## src/design/jse_pkg.sv

```systemverilog
`timescale 1ns / 1ps
package jse_pkg;

	// output buffer size, the ellipsis is forced once the escaped text would pass BUF_BYTES - 4
	localparam int BUF_BYTES = 256;
	localparam int LIMIT     = BUF_BYTES - 4;
	localparam int LEN_W     = $clog2(LIMIT + 1);
	localparam int SUM_W     = $clog2(LIMIT + 7);

	// command queue between front and back
	localparam int QDEPTH  = 4;
	localparam int QPTR_W  = $clog2(QDEPTH);
	localparam int QCNT_W  = $clog2(QDEPTH + 1);

	localparam logic [7:0] CH_BSLASH = 8'h5c;
	localparam logic [7:0] CH_QUOTE  = 8'h22;
	localparam logic [7:0] CH_U      = 8'h75;
	localparam logic [7:0] CH_ZERO   = 8'h30;
	localparam logic [7:0] CH_DOT    = 8'h2e;
	localparam logic [7:0] CH_NUL    = 8'h00;
	localparam logic [7:0] CTRL_TOP  = 8'h20;

	typedef enum logic [2:0] {
		K_PLAIN,
		K_PAIR,
		K_UHEX,
		K_DOTS,
		K_TERM
	} kind_t;

	typedef struct packed {
		kind_t      kind;
		logic [7:0] val;
		logic       trunc;
	} cmd_t;

	typedef struct packed {
		logic full;
		logic empty;
	} qstat_t;

	function automatic logic [7:0] hex_digit(input logic [3:0] nib);
		logic [7:0] r;
		if (nib < 4'd10) begin
			r = CH_ZERO + {4'd0, nib};
		end else begin
			r = 8'h57 + {4'd0, nib};
		end
		return r;
	endfunction

	function automatic logic [2:0] cmd_len(input kind_t k);
		logic [2:0] r;
		case (k)
			K_PLAIN: r = 3'd1;
			K_PAIR:  r = 3'd2;
			K_UHEX:  r = 3'd6;
			K_DOTS:  r = 3'd3;
			K_TERM:  r = 3'd1;
			default: r = 3'd1;
		endcase
		return r;
	endfunction

endpackage

```

## src/design/json_string_escaper.sv

```systemverilog
`timescale 1ns / 1ps
// json string escaper: takes a string one byte a beat on the slave side and
// sends its json-escaped form one byte a beat on the master side. quote and
// backslash become a backslash pair, backspace, form feed, newline, carriage
// return and tab their short forms, other bytes below 0x20 become \u00 and two
// lower-case hex digits, everything else passes unchanged. the block counts
// escaped bytes per string; when an escape would push that count past
// BUF_BYTES - 4 it sends "..." and drops the rest of the string. a beat with
// s_tlast high ends the string: data is ignored and a single nul byte goes out
// with m_tlast high and m_tuser set if the string was cut. the front end
// classifies one input beat per cycle into a command and the back end expands
// each command at one output byte per cycle, both unless stalled; a plain byte
// gives one, a short escape two, the ellipsis three, a \u00xx escape six; a
// four-entry command queue between them lets input flow while the output
// expands or stalls. output is registered. no clearing pass after reset.
module json_string_escaper import jse_pkg::*; (
	input  logic       clk,
	input  logic       arst_n,
	input  logic       s_tvalid,
	output logic       s_tready,
	input  logic [7:0] s_tdata,   // [7:0] data_byte
	input  logic       s_tlast,   // end_of_string
	output logic       m_tvalid,
	input  logic       m_tready,
	output logic [7:0] m_tdata,   // [7:0] out_byte
	output logic       m_tlast,   // last
	output logic       m_tuser    // was_truncated
);

	// front to queue
	logic   push;
	cmd_t   push_cmd;
	// queue to back
	logic   pop;
	cmd_t   head;
	qstat_t qstat;

	// classify the beat, track escaped length and cut state
	jse_front u_front (
		.clk      (clk),
		.arst_n   (arst_n),
		.in_valid (s_tvalid),
		.in_byte  (s_tdata),
		.in_end   (s_tlast),
		.qstat    (qstat),
		.in_ready (s_tready),
		.push     (push),
		.push_cmd (push_cmd)
	);

	// small command queue decoupling the two sides
	jse_queue u_queue (
		.clk      (clk),
		.arst_n   (arst_n),
		.push     (push),
		.push_cmd (push_cmd),
		.pop      (pop),
		.head     (head),
		.qstat    (qstat)
	);

	// expand each command into output bytes
	jse_back u_back (
		.clk       (clk),
		.arst_n    (arst_n),
		.head      (head),
		.qstat     (qstat),
		.pop       (pop),
		.out_valid (m_tvalid),
		.out_ready (m_tready),
		.out_byte  (m_tdata),
		.out_last  (m_tlast),
		.out_trunc (m_tuser)
	);

endmodule

```

## src/design/jse_front.sv

```systemverilog
`timescale 1ns / 1ps
module jse_front import jse_pkg::*; (
	input  logic       clk,
	input  logic       arst_n,
	input  logic       in_valid,
	input  logic [7:0] in_byte,
	input  logic       in_end,
	input  qstat_t     qstat,
	output logic       in_ready,
	output logic       push,
	output cmd_t       push_cmd
);

	logic [LEN_W-1:0] out_length_q;
	logic             cut_q;
	logic             acc;
	logic [2:0]       need;
	logic [SUM_W-1:0] sum;
	logic             fits;
	kind_t            kind;
	logic [7:0]       sub;

	assign in_ready = !qstat.full;
	assign acc      = in_valid && in_ready;

	always_comb begin
		kind = K_PLAIN;
		sub  = in_byte;
		case (in_byte)
			CH_QUOTE:  begin kind = K_PAIR; sub = CH_QUOTE;  end
			CH_BSLASH: begin kind = K_PAIR; sub = CH_BSLASH; end
			8'h08:     begin kind = K_PAIR; sub = 8'h62; end
			8'h0c:     begin kind = K_PAIR; sub = 8'h66; end
			8'h0a:     begin kind = K_PAIR; sub = 8'h6e; end
			8'h0d:     begin kind = K_PAIR; sub = 8'h72; end
			8'h09:     begin kind = K_PAIR; sub = 8'h74; end
			default: begin
				if (in_byte < CTRL_TOP) begin
					kind = K_UHEX;
				end
			end
		endcase
	end

	assign need = cmd_len(kind);
	assign sum  = SUM_W'(out_length_q) + SUM_W'(need);
	assign fits = (sum <= SUM_W'(LIMIT));

	always_comb begin
		push_cmd.kind  = kind;
		push_cmd.val   = sub;
		push_cmd.trunc = 1'b0;
		push           = acc;
		if (in_end) begin
			push_cmd.kind  = K_TERM;
			push_cmd.val   = CH_NUL;
			push_cmd.trunc = cut_q;
		end else if (cut_q) begin
			// rest of a cut string is dropped
			push = 1'b0;
		end else if (!fits) begin
			push_cmd.kind = K_DOTS;
			push_cmd.val  = CH_DOT;
		end
	end

	always_ff @(posedge clk or negedge arst_n) begin
		if (!arst_n) begin
			out_length_q <= '0;
			cut_q        <= 1'b0;
		end else if (acc) begin
			if (in_end) begin
				out_length_q <= '0;
				cut_q        <= 1'b0;
			end else if (!cut_q) begin
				if (fits) begin
					out_length_q <= sum[LEN_W-1:0];
				end else begin
					cut_q <= 1'b1;
				end
			end
		end
	end

endmodule

```

## src/design/jse_queue.sv

```systemverilog
`timescale 1ns / 1ps
module jse_queue import jse_pkg::*; (
	input  logic   clk,
	input  logic   arst_n,
	input  logic   push,
	input  cmd_t   push_cmd,
	input  logic   pop,
	output cmd_t   head,
	output qstat_t qstat
);

	cmd_t              mem_q [QDEPTH];
	logic [QPTR_W-1:0] wr_ptr_q;
	logic [QPTR_W-1:0] rd_ptr_q;
	logic [QCNT_W-1:0] count_q;

	assign head        = mem_q[rd_ptr_q];
	assign qstat.full  = (count_q == QCNT_W'(QDEPTH));
	assign qstat.empty = (count_q == '0);

	always_ff @(posedge clk) begin
		if (push) begin
			mem_q[wr_ptr_q] <= push_cmd;
		end
	end

	always_ff @(posedge clk or negedge arst_n) begin
		if (!arst_n) begin
			wr_ptr_q <= '0;
			rd_ptr_q <= '0;
			count_q  <= '0;
		end else begin
			if (push) begin
				wr_ptr_q <= wr_ptr_q + 1'b1;
			end
			if (pop) begin
				rd_ptr_q <= rd_ptr_q + 1'b1;
			end
			if (push && !pop) begin
				count_q <= count_q + 1'b1;
			end else if (pop && !push) begin
				count_q <= count_q - 1'b1;
			end
		end
	end

endmodule

```

## src/design/jse_back.sv

```systemverilog
`timescale 1ns / 1ps
module jse_back import jse_pkg::*; (
	input  logic       clk,
	input  logic       arst_n,
	input  cmd_t       head,
	input  qstat_t     qstat,
	output logic       pop,
	output logic       out_valid,
	input  logic       out_ready,
	output logic [7:0] out_byte,
	output logic       out_last,
	output logic       out_trunc
);

	logic       valid_q;
	logic [7:0] byte_q;
	logic       last_q;
	logic       trunc_q;
	logic [2:0] idx_q;
	logic       load;
	logic       emit;
	logic       done;
	logic [7:0] nxt_byte;

	assign load = !valid_q || out_ready;
	assign emit = load && !qstat.empty;
	assign done = (idx_q == cmd_len(head.kind) - 3'd1);
	assign pop  = emit && done;

	always_comb begin
		nxt_byte = head.val;
		case (head.kind)
			K_PLAIN: nxt_byte = head.val;
			K_PAIR:  nxt_byte = (idx_q == 3'd0) ? CH_BSLASH : head.val;
			K_UHEX: begin
				case (idx_q)
					3'd0:    nxt_byte = CH_BSLASH;
					3'd1:    nxt_byte = CH_U;
					3'd2:    nxt_byte = CH_ZERO;
					3'd3:    nxt_byte = CH_ZERO;
					3'd4:    nxt_byte = hex_digit(head.val[7:4]);
					default: nxt_byte = hex_digit(head.val[3:0]);
				endcase
			end
			K_DOTS:  nxt_byte = CH_DOT;
			K_TERM:  nxt_byte = CH_NUL;
			default: nxt_byte = head.val;
		endcase
	end

	always_ff @(posedge clk or negedge arst_n) begin
		if (!arst_n) begin
			valid_q <= 1'b0;
			idx_q   <= '0;
		end else begin
			if (load) begin
				valid_q <= !qstat.empty;
			end
			if (emit) begin
				idx_q <= done ? 3'd0 : idx_q + 3'd1;
			end
		end
	end

	always_ff @(posedge clk) begin
		if (emit) begin
			byte_q  <= nxt_byte;
			last_q  <= (head.kind == K_TERM);
			trunc_q <= (head.kind == K_TERM) && head.trunc;
		end
	end

	assign out_valid = valid_q;
	assign out_byte  = byte_q;
	assign out_last  = last_q;
	assign out_trunc = trunc_q;

endmodule

```

## config.mk

```make
export PLATFORM = sky130hd
export DESIGN_NAME = json_string_escaper
export DESIGN_NICKNAME = d
export VERILOG_FILES = /design/src/design/jse_pkg.sv /design/src/design/json_string_escaper.sv /design/src/design/jse_front.sv /design/src/design/jse_queue.sv /design/src/design/jse_back.sv
export SDC_FILE = /design/constraint.sdc
export NUM_CORES = 1
export LEC_CHECK = 0
export ABC_CLOCK_PERIOD_IN_PS = 6400
export BUFFER_PORTS_ARGS = -buffer_cell sky130_fd_sc_hd__buf_2
export CAP_MARGIN = 20
export CORE_UTILIZATION = 50
export CTS_BUF_LIST = sky130_fd_sc_hd__clkbuf_4
export DETAILED_ROUTE_END_ITERATION = 8
export GPL_TIMING_DRIVEN = 0
export HOLD_SLACK_MARGIN = 0.05
export MAX_ROUTING_LAYER = met4
export PLACE_DENSITY = 0.79
export SYNTH_ARGS = -nofsm -noshare
export SYNTH_HDL_FRONTEND = slang
export SYNTH_SLANG_ARGS = --single-unit
```

## constraint.sdc

```tcl
create_clock -name clk -period 6.4 [get_ports clk]
set_clock_uncertainty 0.2 [all_clocks]
set_input_delay 0.96 -clock clk [delete_from_list [all_inputs] [get_ports clk]]
set_output_delay 0.96 -clock clk [all_outputs]
set_load 0.02 [all_outputs]
```

==> implementation parameters, run 1 <==
Parameter                              Value

Outcome
  Outcome    finished, final reports clean

STA
  Max frequency    0.214 GHz
  Setup-violating endpoint count in the final report    0
  Max transition margin    54.1%
  Transition time of the tightest slew-check pin    0.681 ns
  Time the worst path needs with I/O delays and setup    4.68 ns
  Unrepaired setup endpoints after global routing    no
  Setup TNS    0 ns
  Max-slew violation count    0
  Final cycle utilization of the critical path    73.1%
  Final Hold Violating Endpoints    0

Power and ir drop
  IR Drop Worst-Case VDD    0.171 mV
  Total power draw    2.09 mW
  Pwr/cell area    461 nW/um^2
  Static Leakage    1.72 nW

Clocking
  Clock sink count    78
  Root Driver    clkbuf_4
  Number of clock buffers inserted by TritonCTS    9
  Clock latency at the later pin of the worst-skew pair    0.41 ns
  Clock tree from TritonCTS    built
  Count of hold buffers inserted by post-cts repair    0
  H-tree lvl count    3
  Buffers inserted by post-CTS timing repair    0
  Clock input transition at the sequential cells of the worst setup and hold paths    0.12 ns
  Maximum number of buffers from clock root to sink    2
  Gates resized, CTS repair    0

Final layout
  Area delta synth->final    10.3%
  Finished Layout Cells    491
  Count of antenna diodes in the layout    0
  Share of post-route cells with drive strength above 1    15.7%
  Total Nets Final    414

Floorplan
  Die ar.    8610 sq um
  Num rows    32
  Effective utilization at floorplan    52.5%
  Die height    92.8 um
  Horizontal die dimension    92.8 um
  Number of top-level pins    25
  Core area    7850 sq um

Logic synthesis
  Leading area contributor after synthesis    edfxtp_1
  Synthesized area per cell    11.8 sq um
  Post-synthesis instance area    4120 sq um
  Number of enable flip-flop cells after synthesis    58
  Top cells by area, synth    edfxtp_1, dfrtp_1, mux4_2, ha_1, a21oi_1
  Yosys warns    0
  Share of Yosys cell area claimed by the top area cell type    42.3%
  Number of synthesized register bits    78
  Cell variety after synth    62
  Syn Inst Count    350
  Share of synthesized flip-flops with an asynchronous set or reset    25.6%
  Sequential-to-total area share from yosys stat    54.4%
  Most used flip-flop cell after synthesis    edfxtp_1
  Number of nets in the synthesized netlist    380

Detailed routing
  Number of vias per cell    5.86
  DR DRC count    0
  Violation count after the first detailed-routing iteration    88
  Routed wire length per instance    16.0 um
  Remaining antenna violation count after routing    0
  Vias post-DR    2876
  First drt pass iteration count    5
  Post-Route WL    7870 um

Worst setup path
  Cell type of the slowest stage on the worst timing path    or4b_1
  Crit path required time    6.38 ns
  Launching element type of the critical path    input pin
  Number of cells traversed by the worst register-to-register path    9
  Most Frequent Cell on Critical Path    buf_2
  Ordered list of cells on the worst path    buf_2 > clkbuf_1 > or4b_1 > o21a_1 > o31a_1 > ha_1 > inv_1 > fa_1 > nor2b_1 > or4_1 > a311oi_1 > buf_2 > nand2_1 > a21oi_1
  Largest fanout on the critical path    10
  Critical path's top delay family    simple AND/OR/NAND/NOR gates
  Critical path's largest stage delay    0.55 ns
  Critical path arrival    4.66 ns
  Combined buffer and inverter count along the critical path    4
  R2r startpoint    u_front.out_length_q[0]
  Type of destination of the critical path    register
  Startpoint of the most critical setup path    s_tdata[0]
  Critical path type    input pin to register
  Setup slack of the worst register-to-register path    3.03 ns
  FF-to-FF End    u_queue.mem_q[2][3]

GRT
  Via count of the first global-routing pass    2811
  Global-route wire length before repair    13400 um
  Pin count of the biggest net entering global routing    21
  Initial antenna violation count    0
  Global-route total usage across every layer    20.8%
  Total grt overflow    0

Flow run
  Max_cap viols    0

Place
  HPWL after DPL    5620 um
  Number of placed instances, taps included    475
  Final GP Congestion    0.914
  Port-buffer cells    23

Hold path
  Hold Crit Class    input pin to async pin
## routing by layer
layer  routed length, um  GRT usage [%]  up-vias
met5                   0              -        -
met4                 140           6.03        0
met3                 403           5.17       17
met2                4060           35.4      111
met1                3260           24.6     1364
li1                    -              -     1384
## where the power goes
| group | internal [mW] | switching, mW |
|---|---|---|
| logic | 0.385 | 0.571 |
| registers | 0.711 | 0.0640 |
| clock network | 0.204 | 0.158 |
| total | 1.30 | 0.793 |
## worst register-to-register path, cell delays in order (launching register included)
cell and delay (ns):
dfrtp_1 0.41, ha_1 0.18, inv_1 0.07, fa_1 0.42, xor2_1 0.21, or4_1 0.52, a311oi_1 0.38, buf_2 0.28
nand2_1 0.16, a21oi_1 0.34
## cell type report
type,instances,area [sq um]
Fill cell,654,3300
Sequential cell,78,2240
Multi-Input combinational cell,234,1720
Tap cell,102,128
Timing Repair Buffer,23,115
Clock inverter,5,97.6
Inverter,23,86.3
Clock buffer,11,82.6
Buffer,15,70.1
## per-stage QoR
step | setup slack, ns | hold slack, ns | util [%] | area, sq um
detailed placement | 1.35 | 0.282 | 55.6 | 4360
global route | 1.39 | 0.290 | 57.9 | 4540
CTS | 1.77 | 0.281 | 57.9 | 4540
global placement | 1.43 | 0.270 | 55.6 | 4360
finish | 1.72 | 0.279 | 57.9 | 4540
floorplan | 1.83 | 0.255 | - | 4120
## state kept, by name (all words and copies together), names as in the netlist
register	flops
u_back.out_valid	1
u_queue.count_q	3
u_front.out_length_q	8
u_front.cut_q	1
u_back.out_trunc	1
u_queue.mem_q	48
u_back.idx_q	3
u_back.out_last	1
u_back.out_byte	8
u_queue.rd_ptr_q	2
u_queue.wr_ptr_q	2
## synthesized netlist by cell type, types with 3 or more instances
cell type  instances
edfxtp_1          58
o21ai_0           11
nand2_1           23
nand2b_1           3
nor2b_1            8
o21ai_1           11
o22ai_1            4
inv_1             21
and2_1             9
a21oi_1           23
and3_1             3
or4_1              5
xor2_1             3
nor3_1            11
dfrtp_1           20
or3b_1             3
or2_1              3
a21o_1             3
xnor2_1            6
a211oi_1           3
mux4_2            12
nor2_1            22
nand3_1            9
clkbuf_1          11
o21a_1             3
ha_1              15
## cells by family (layout without fill, tap and decap cells)
group | Yosys count | count (layout) | synth area share [%]
simple gates | 115 | 115 | 15.1
compound gates | 79 | 79 | 12.2
flops | 78 | 78 | 54.4
buf+inv | 38 | 77 | 3.80
fa+ha+maj | 17 | 17 | 5.53
mux | 14 | 14 | 7.08
xor+xnor | 9 | 9 | 1.91
## how the worst max path moves through the flow
stage / end / slack (ns) / depth (start not counted)
after floorplan: u_queue.mem_q[0][8] / 1.83 / 13
after global placement: u_queue.mem_q[0][9] / 1.43 / 14
after detailed placement: u_queue.mem_q[0][4] / 1.35 / 14
after CTS: u_queue.mem_q[0][4] / 1.77 / 14
final: u_queue.mem_q[2][3] / 1.72 / 14
after global routing: u_queue.mem_q[1][9] / 1.39 / 15
## layout by cell type (no fill, tap or decap), drive strengths merged, types with 2 or more instances in the layout
master  count
nor2b       8
and2        9
buf        27
a21oi      23
or4         5
and3        3
nand4b      2
or2         5
clkinv      2
edfxtp     58
o21ai      22
a221oi      2
nor3       11
xor2        3
o22ai       4
mux4       12
or3b        3
ha         15
inv        23
o31a        2
nand2b      3
nor4        2
nand3b      2
nand2      25
fa          2
o21a        3
nor2       22
or4b        2
bufinv      3
a211oi      3
dfrtp      20
clkbuf     22
nand3      10
a21o        3
xnor2       6
Note: power is estimated with default switching activity, not from simulation.
==> run 2, diff against run 1 <==
--- a/config.mk
+++ b/config.mk
@@ -5,7 +5,7 @@
 export SDC_FILE = /design/constraint.sdc
 export NUM_CORES = 1
 export LEC_CHECK = 0
-export ABC_CLOCK_PERIOD_IN_PS = 6400
+export ABC_CLOCK_PERIOD_IN_PS = 4700
 export BUFFER_PORTS_ARGS = -buffer_cell sky130_fd_sc_hd__buf_2
 export CAP_MARGIN = 20
 export CORE_UTILIZATION = 50
==> constraint.sdc (replaced) <==
create_clock -name clk -period 4.7 [get_ports clk]
set_clock_uncertainty 0.2 [all_clocks]
set_input_delay 0.705 -clock clk [delete_from_list [all_inputs] [get_ports clk]]
set_output_delay 0.705 -clock clk [all_outputs]
set_load 0.02 [all_outputs]
==> run 2 against run 1 <==
Non-clock buffer count is 1 higher. Sequential share of layout area is 0.11 points lower. Register-to-register slack lost 1.7 ns. Combinational power grew 36%. Clock-buffer cell count unchanged. Sequential power up 35%. Routed wire length grew 0.14%. Hold slack better by 0.017 ns. Global-route usage did not move. Final area is 0.22% higher. Critical endpoint unchanged.
==> implementation parameters, run 2 (synthesized netlist as in run 1, its figures left out) <==
Parameter                              Value

Outcome
  Outcome    finished, final reports clean

GRT
  Global-route wire length before repair    13400 um (unchanged)
  Initial antenna violation count    0 (unchanged)
  Global-route total usage across every layer    20.8% (unchanged)
  Total grt overflow    0 (unchanged)
  Pin count of the biggest net entering global routing    21 (unchanged)
  Via count of the first global-routing pass    2811 (unchanged)

Worst setup path
  Largest fanout on the critical path    10 (unchanged)
  Ordered list of cells on the worst path    buf_2 > clkbuf_1 > or4b_1 > o21a_1 > o31a_1 > ha_1 > inv_1 > fa_1 > nor2b_1 > or4_1 > a311oi_1 > buf_2 > nand2_1 > a21oi_1
  Critical path's largest stage delay    0.55 ns (about the same)
  Launching element type of the critical path    input pin
  Critical path arrival    4.41 ns (-0.25 ns)
  Cell type of the slowest stage on the worst timing path    or4b_1
  Critical path type    input pin to register
  Type of destination of the critical path    register
  Most Frequent Cell on Critical Path    buf_2
  Crit path required time    4.68 ns (-1.70 ns)

Clocking
  Maximum number of buffers from clock root to sink    2 (unchanged)
  Clock latency at the later pin of the worst-skew pair    0.41 ns (about the same)
  Number of clock buffers inserted by TritonCTS    9 (unchanged)
  Root Driver    clkbuf_4
  Clock sink count    78 (unchanged)
  Clock input transition at the sequential cells of the worst setup and hold paths    0.12 ns (about the same)
  Clock tree from TritonCTS    built
  H-tree lvl count    3 (unchanged)
  Gates resized, CTS repair    0 (unchanged)

Hold path
  Hold Crit Class    register to register

Final layout
  Total Nets Final    415 (+0.24%)
  Most flop-heavy register    u_queue.mem_q
  Finished Layout Cells    492 (+0.20%)
  Most common cell after layout, fill and taps aside    edfxtp_1
  Area delta synth->final    10.5%
  Filler Cell Count    654 (unchanged)
  Top library cells by usage in the layout, fill and taps aside    edfxtp_1, buf_2, a21oi_1, nand2_1, nor2_1
  Flip-flop count of the largest register, all copies and words added    48 (unchanged)
  Count of antenna diodes in the layout    0 (unchanged)
  Share of post-route cells with drive strength above 1    15.6% (-0.040 points)
  Finished Core Util    58.0% (+0.13 points)

Power and ir drop
  Switch Pwr    1.08 mW (+36%)
  Pwr/cell area    626 nW/um^2 (+36%)
  Portion of total power attributed to combinational logic    45.7% (about the same)
  Share of total power consumed by net switching    37.9% (about the same)
  Int Power    1.77 mW (+36%)
  IR Drop Worst-Case VDD    0.234 mV (+36%)
  Static Leakage    1.73 nW (+0.24%)
  Clock network fraction of design power    17.3% (about the same)
  Part of the power in registers    37.0% (about the same)

Place
  Number of placed instances, taps included    475 (unchanged)
  HPWL after DPL    5620 um (unchanged)
  Port-buffer cells    23 (unchanged)
  Setup Slack @ Placement    -0.0991 ns (-1.44 ns)
  Final GP Congestion    0.914 (unchanged)

STA
  Transition time of the tightest slew-check pin    0.683 ns (+0.00168 ns)
  Final Hold Violating Endpoints    0 (unchanged)
  Max frequency    0.226 GHz
  Setup slack of the critical path after layout    0.275 ns (-1.45 ns)
  Time the worst path needs with I/O delays and setup    4.43 ns
  Setup-violating endpoint count in the final report    0 (unchanged)
  Max transition margin    54.0% (-0.11 points)
  Unrepaired setup endpoints after global routing    yes
  Setup TNS    0 ns (unchanged)
  Max-slew violation count    0 (unchanged)
  Final cycle utilization of the critical path    94.2%

Floorplan
  Die height    92.8 um (unchanged)
  Die ar.    8610 sq um (unchanged)
  Horizontal die dimension    92.8 um (unchanged)
  Number of top-level pins    25 (unchanged)
  Core area    7850 sq um (unchanged)
  Effective utilization at floorplan    52.5% (unchanged)
  Num rows    32 (unchanged)

Detailed routing
  Number of vias per cell    5.84 (-0.24%)
  Remaining antenna violation count after routing    0 (unchanged)
  Post-Route WL    7880 um (+0.14%)
  Violation count after the first detailed-routing iteration    85 (-3.4%)
  Routed wire length per instance    16.0 um (about the same)
  DR DRC count    0 (unchanged)
  First drt pass iteration count    5 (unchanged)
  Vias post-DR    2875 (-0.035%)

Flow run
  Max_cap viols    0 (unchanged)
==> run 2: area by class of cell <==
cell class / instances / area [sq um] / area share (%)
clock inverter: 5 / 97.6 / 2.14
clock buffer: 11 / 82.6 / 1.81
sequential: 78 / 2240 / 49.2
timing repair buffer: 24 / 125 / 2.75
tap: 102 / 128 / 2.80
inverter: 23 / 86.3 / 1.90
buffer: 15 / 70.1 / 1.54
multi-input combinational: 234 / 1720 / 37.8
==> run 2: through the flow <==
stage                     power [mW]  instance area (sq um)  hold slack (ns)
after floorplan                 2.05                   4120            0.209
after global placement          2.30                   4360            0.270
after detailed placement        2.35                   4360            0.282
after CTS                       2.85                   4550            0.299
after global routing            3.05                   4550            0.295
final                           2.85                   4550            0.295
==> run 2: worst paths after layout <==
path,start,to,slack [ns],depth (start not counted)
max,s_tdata[0],u_queue.mem_q[2][3],0.27,14
max reg2reg,u_front.out_length_q[0],u_queue.mem_q[2][3],1.32,9
min reg2reg,u_queue.count_q[2],u_queue.count_q[2],0.30,1
max in group asynchronous,arst_n,u_queue.count_q[1],3.41,2
min,u_queue.count_q[2],u_queue.count_q[2],0.30,1
min in group asynchronous,arst_n,u_queue.rd_ptr_q[1],0.56,2
==> run 2: repair_timing <==
action                                  in CTS  in global routing
setup buffers                                0                  0
hold buffers                                 1                  0
endpoints found under the setup margin       0                 12
endpoints found under the hold margin       20                  0
==> run 2: critical path, delay by kind of cell <==
kind                       cells  cell delay [ns]
AOI/OAI and AO/OA              4             1.05
adders and majority gates      2             0.64
and+or+nand+nor                4             1.35
buffers and inverters          4             0.66
==> run 2: power groups by stage <==
stage	registers (mW)	logic (mW)	clock network (mW)
floorplan	1.11	0.936	0
global route	1.08	1.45	0.528
detailed placement	1.07	1.28	0
CTS	1.06	1.30	0.502
finish	1.05	1.30	0.494
global placement	1.06	1.24	0
==> run 2: metal layers <==
metal	vias up	part of all wire (%)	track usage, %
met1	1370	42	24.6
met5	-	0	-
met4	0	1.8	6.03
met2	102	52	35.4
li1	1386	-	-
met3	17	5.0	5.17
==> run 3, diff against run 2 <==
--- a/config.mk
+++ b/config.mk
@@ -15,6 +15,7 @@
 export HOLD_SLACK_MARGIN = 0.05
 export MAX_ROUTING_LAYER = met4
 export PLACE_DENSITY = 0.79
+export SLEW_MARGIN = 30
 export SYNTH_ARGS = -nofsm -noshare
 export SYNTH_HDL_FRONTEND = slang
 export SYNTH_SLANG_ARGS = --single-unit
==> constraint.sdc (replaced) <==
create_clock -name clk -period 4.7 [get_ports clk]
set_clock_uncertainty 0.2 [all_clocks]
set_input_delay 0.94 -clock clk [delete_from_list [all_inputs] [get_ports clk]]
set_output_delay 0.94 -clock clk [all_outputs]
set_load 0.02 [all_outputs]
==> run 3 against run 2 <==
Setup slack got worse by 0.072 ns. Die area did not move. Non-clock buffer count fell by 1. Register-to-register slack barely moved. Global-route usage did not move. Sequential power barely moved. Hold slack got worse by 0.036 ns. Via count fell by 0.28%. Combinational power barely moved.
==> implementation parameters, run 3 (synthesized netlist as in run 1, its figures left out) <==
Parameter                              Value

Worst setup path
  R2r startpoint    u_queue.count_q[0]
  Launching element type of the critical path    input pin
  Critical path's largest stage delay    0.53 ns (-0.02 ns)
  Type of destination of the critical path    register
  Ordered list of cells on the worst path    buf_2 > clkbuf_2 > or4b_1 > o21a_1 > o31a_1 > ha_1 > inv_1 > fa_1 > nor2b_1 > or4_1 > a311oi_2 > clkbuf_4 > and2_1 > nor3_1
  Crit path required time    4.61 ns (-0.07 ns)
  Number of cells traversed by the worst register-to-register path    10 (+1)
  Largest fanout on the critical path    10 (unchanged)
  Setup slack of the worst register-to-register path    1.32 ns (about the same)
  Critical path type    input pin to register
  Cell type of the slowest stage on the worst timing path    or4b_1
  Critical path arrival    4.40 ns (about the same)
  Combined buffer and inverter count along the critical path    4 (unchanged)
  FF-to-FF End    u_queue.count_q[1]
  Critical path's top delay family    simple AND/OR/NAND/NOR gates

Power and ir drop
  Static Leakage    1.73 nW (about the same)
  Part of the power in registers    36.9% (about the same)
  Share of total power consumed by net switching    38.0% (+0.091 points)
  Int Power    1.77 mW (about the same)
  Portion of total power attributed to combinational logic    45.7% (about the same)
  Pwr/cell area    624 nW/um^2 (-0.31%)
  IR Drop Worst-Case VDD    0.239 mV (+2.1%)
  Clock network fraction of design power    17.3% (about the same)
  Total power draw    2.86 mW (+0.16%)
  Switch Pwr    1.08 mW (+0.40%)

Hold path
  Hold Crit Class    input pin to async pin

Final layout
  Flip-flop count of the largest register, all copies and words added    48 (unchanged)
  Area delta synth->final    11.0%
  Most flop-heavy register    u_queue.mem_q
  Count of antenna diodes in the layout    0 (unchanged)
  Top library cells by usage in the layout, fill and taps aside    edfxtp_1, buf_2, nor2_1, nand2_1, inv_1
  Final design instance area without fill    4570 sq um (+0.47%)
  Share of post-route cells with drive strength above 1    17.7% (+2.1 points)
  Most common cell after layout, fill and taps aside    edfxtp_1
  Total Nets Final    414 (-0.24%)

Floorplan
  Core area    7850 sq um (unchanged)
  Horizontal die dimension    92.8 um (unchanged)
  Die ar.    8610 sq um (unchanged)
  Number of top-level pins    25 (unchanged)
  Die height    92.8 um (unchanged)
  Effective utilization at floorplan    52.5% (unchanged)
  Num rows    32 (unchanged)

Clocking
  Clock tree from TritonCTS    built
  Clock latency at the later pin of the worst-skew pair    0.41 ns (about the same)
  H-tree lvl count    3 (unchanged)
  Buffers inserted by post-CTS timing repair    0 (unchanged)
  Clock input transition at the sequential cells of the worst setup and hold paths    0.12 ns (about the same)
  Number of clock buffers inserted by TritonCTS    9 (unchanged)
  Clock sink count    78 (unchanged)
  Root Driver    clkbuf_4
  Maximum number of buffers from clock root to sink    2 (unchanged)

Detailed routing
  Remaining antenna violation count after routing    0 (unchanged)
  Post-Route WL    7950 um (+0.93%)
  DR DRC count    0 (unchanged)
  First drt pass iteration count    5 (unchanged)
  Routed wire length per instance    16.2 um (+1.1%)
  Vias post-DR    2867 (-0.28%)
  Violation count after the first detailed-routing iteration    99 (+16%)
  Number of vias per cell    5.84 (about the same)

STA
  Max frequency    0.222 GHz (-1.6%)
  Time the worst path needs with I/O delays and setup    4.50 ns (+0.0716 ns)
  Setup-violating endpoint count in the final report    0 (unchanged)
  Final cycle utilization of the critical path    95.7% (+1.5 points)
  Transition time of the tightest slew-check pin    0.673 ns (-0.00999 ns)
  Unrepaired setup endpoints after global routing    no
  Max-slew violation count    0 (unchanged)
  Final Hold Violating Endpoints    0 (unchanged)
  Max transition margin    54.7% (+0.67 points)

Flow run
  Max_cap viols    0 (unchanged)

Place
  Final GP Congestion    0.914 (unchanged)
  Port-buffer cells    23 (unchanged)
  HPWL after DPL    5620 um (unchanged)
  Placed instance area    4360 sq um (unchanged)

GRT
  Via count of the first global-routing pass    2811 (unchanged)
  Pin count of the biggest net entering global routing    21 (unchanged)
  Global-route total usage across every layer    20.8% (unchanged)
  Initial antenna violation count    0 (unchanged)
  Total grt overflow    0 (unchanged)
  Global-route wire length before repair    13400 um (unchanged)

Outcome
  Outcome    finished, final reports clean
## run 3: cell types whose count changed in the layout (fill, tap and decap cells not counted), sizes merged
cell / before / now
dlygate4sd3: 1 / 0
clkbuf: 22 / 23
buf: 27 / 26
## run 3: stage by stage
stage | setup TNS (ns) | utilization [%] | std cells | worst slack [ns] | hold slack (ns)
final | 0 | 58.3 | 491 | 0.203 | 0.259
after global routing | 0 | 58.3 | 491 | 0.0420 | 0.270
after CTS | 0 | 57.9 | 491 | 0.0884 | 0.261
after detailed placement | -11.69 | 55.6 | 475 | -0.334 | 0.282
after global placement | -8.14 | 55.6 | 475 | -0.249 | 0.270
after floorplan | 0 | - | 350 | 0.146 | 0.255
## run 3: layout make-up
type	count	area [sq um]
buffer	15	73.8
clock buffer	11	82.6
clock inverter	5	97.6
fill	649	3270
inverter	23	86.3
multi-input combinational	234	1750
sequential	78	2240
tap	102	128
timing repair buffer	23	115
## run 3: worst max-delay path by stage
stage | depth (start not counted) | endpoint | start
floorplan | 13 | u_queue.mem_q[0][8] | s_tdata[0]
global placement | 14 | u_queue.mem_q[0][9] | s_tdata[0]
detailed placement | 14 | u_queue.mem_q[0][4] | s_tdata[0]
CTS | 14 | u_queue.mem_q[0][4] | s_tdata[0]
global route | 14 | u_queue.mem_q[3][1] | s_tdata[0]
finish | 14 | u_queue.mem_q[1][1] | s_tdata[0]
## run 3: power by group through the flow
stage | combinational [mW] | clock [mW] | sequential [mW]
after floorplan | 0.936 | 0 | 1.11
after global placement | 1.24 | 0 | 1.06
after detailed placement | 1.28 | 0 | 1.07
after CTS | 1.29 | 0.502 | 1.06
after global routing | 1.45 | 0.528 | 1.08
final | 1.31 | 0.495 | 1.06
## run 3: worst register-to-register path: stages (launching register included)
cell and delay (ns):
dfrtp_1 0.45, or3b_1 0.43, and2_1 0.20, o21ai_1 0.21, clkbuf_1 0.43, inv_2 0.06, clkbuf_1 0.24, ha_1 0.30
inv_1 0.07, fa_1 0.41, mux2_2 0.27
## run 3: per-layer routing
metal / up-vias / global-route usage (%) / routed length [um]
met4: 0 / 6.03 / 146
met2: 106 / 35.4 / 4070
met5: - / - / 0
met3: 19 / 5.17 / 365
li1: 1380 / - / -
met1: 1362 / 24.6 / 3370
## run 3: what timing repair did
| item | 4_1_cts | 5_1_grt |
|---|---|---|
| hold buffers | 0 | 0 |
| resized for setup | 0 | 10 |
| setup endpoints to repair | 0 | 40 |
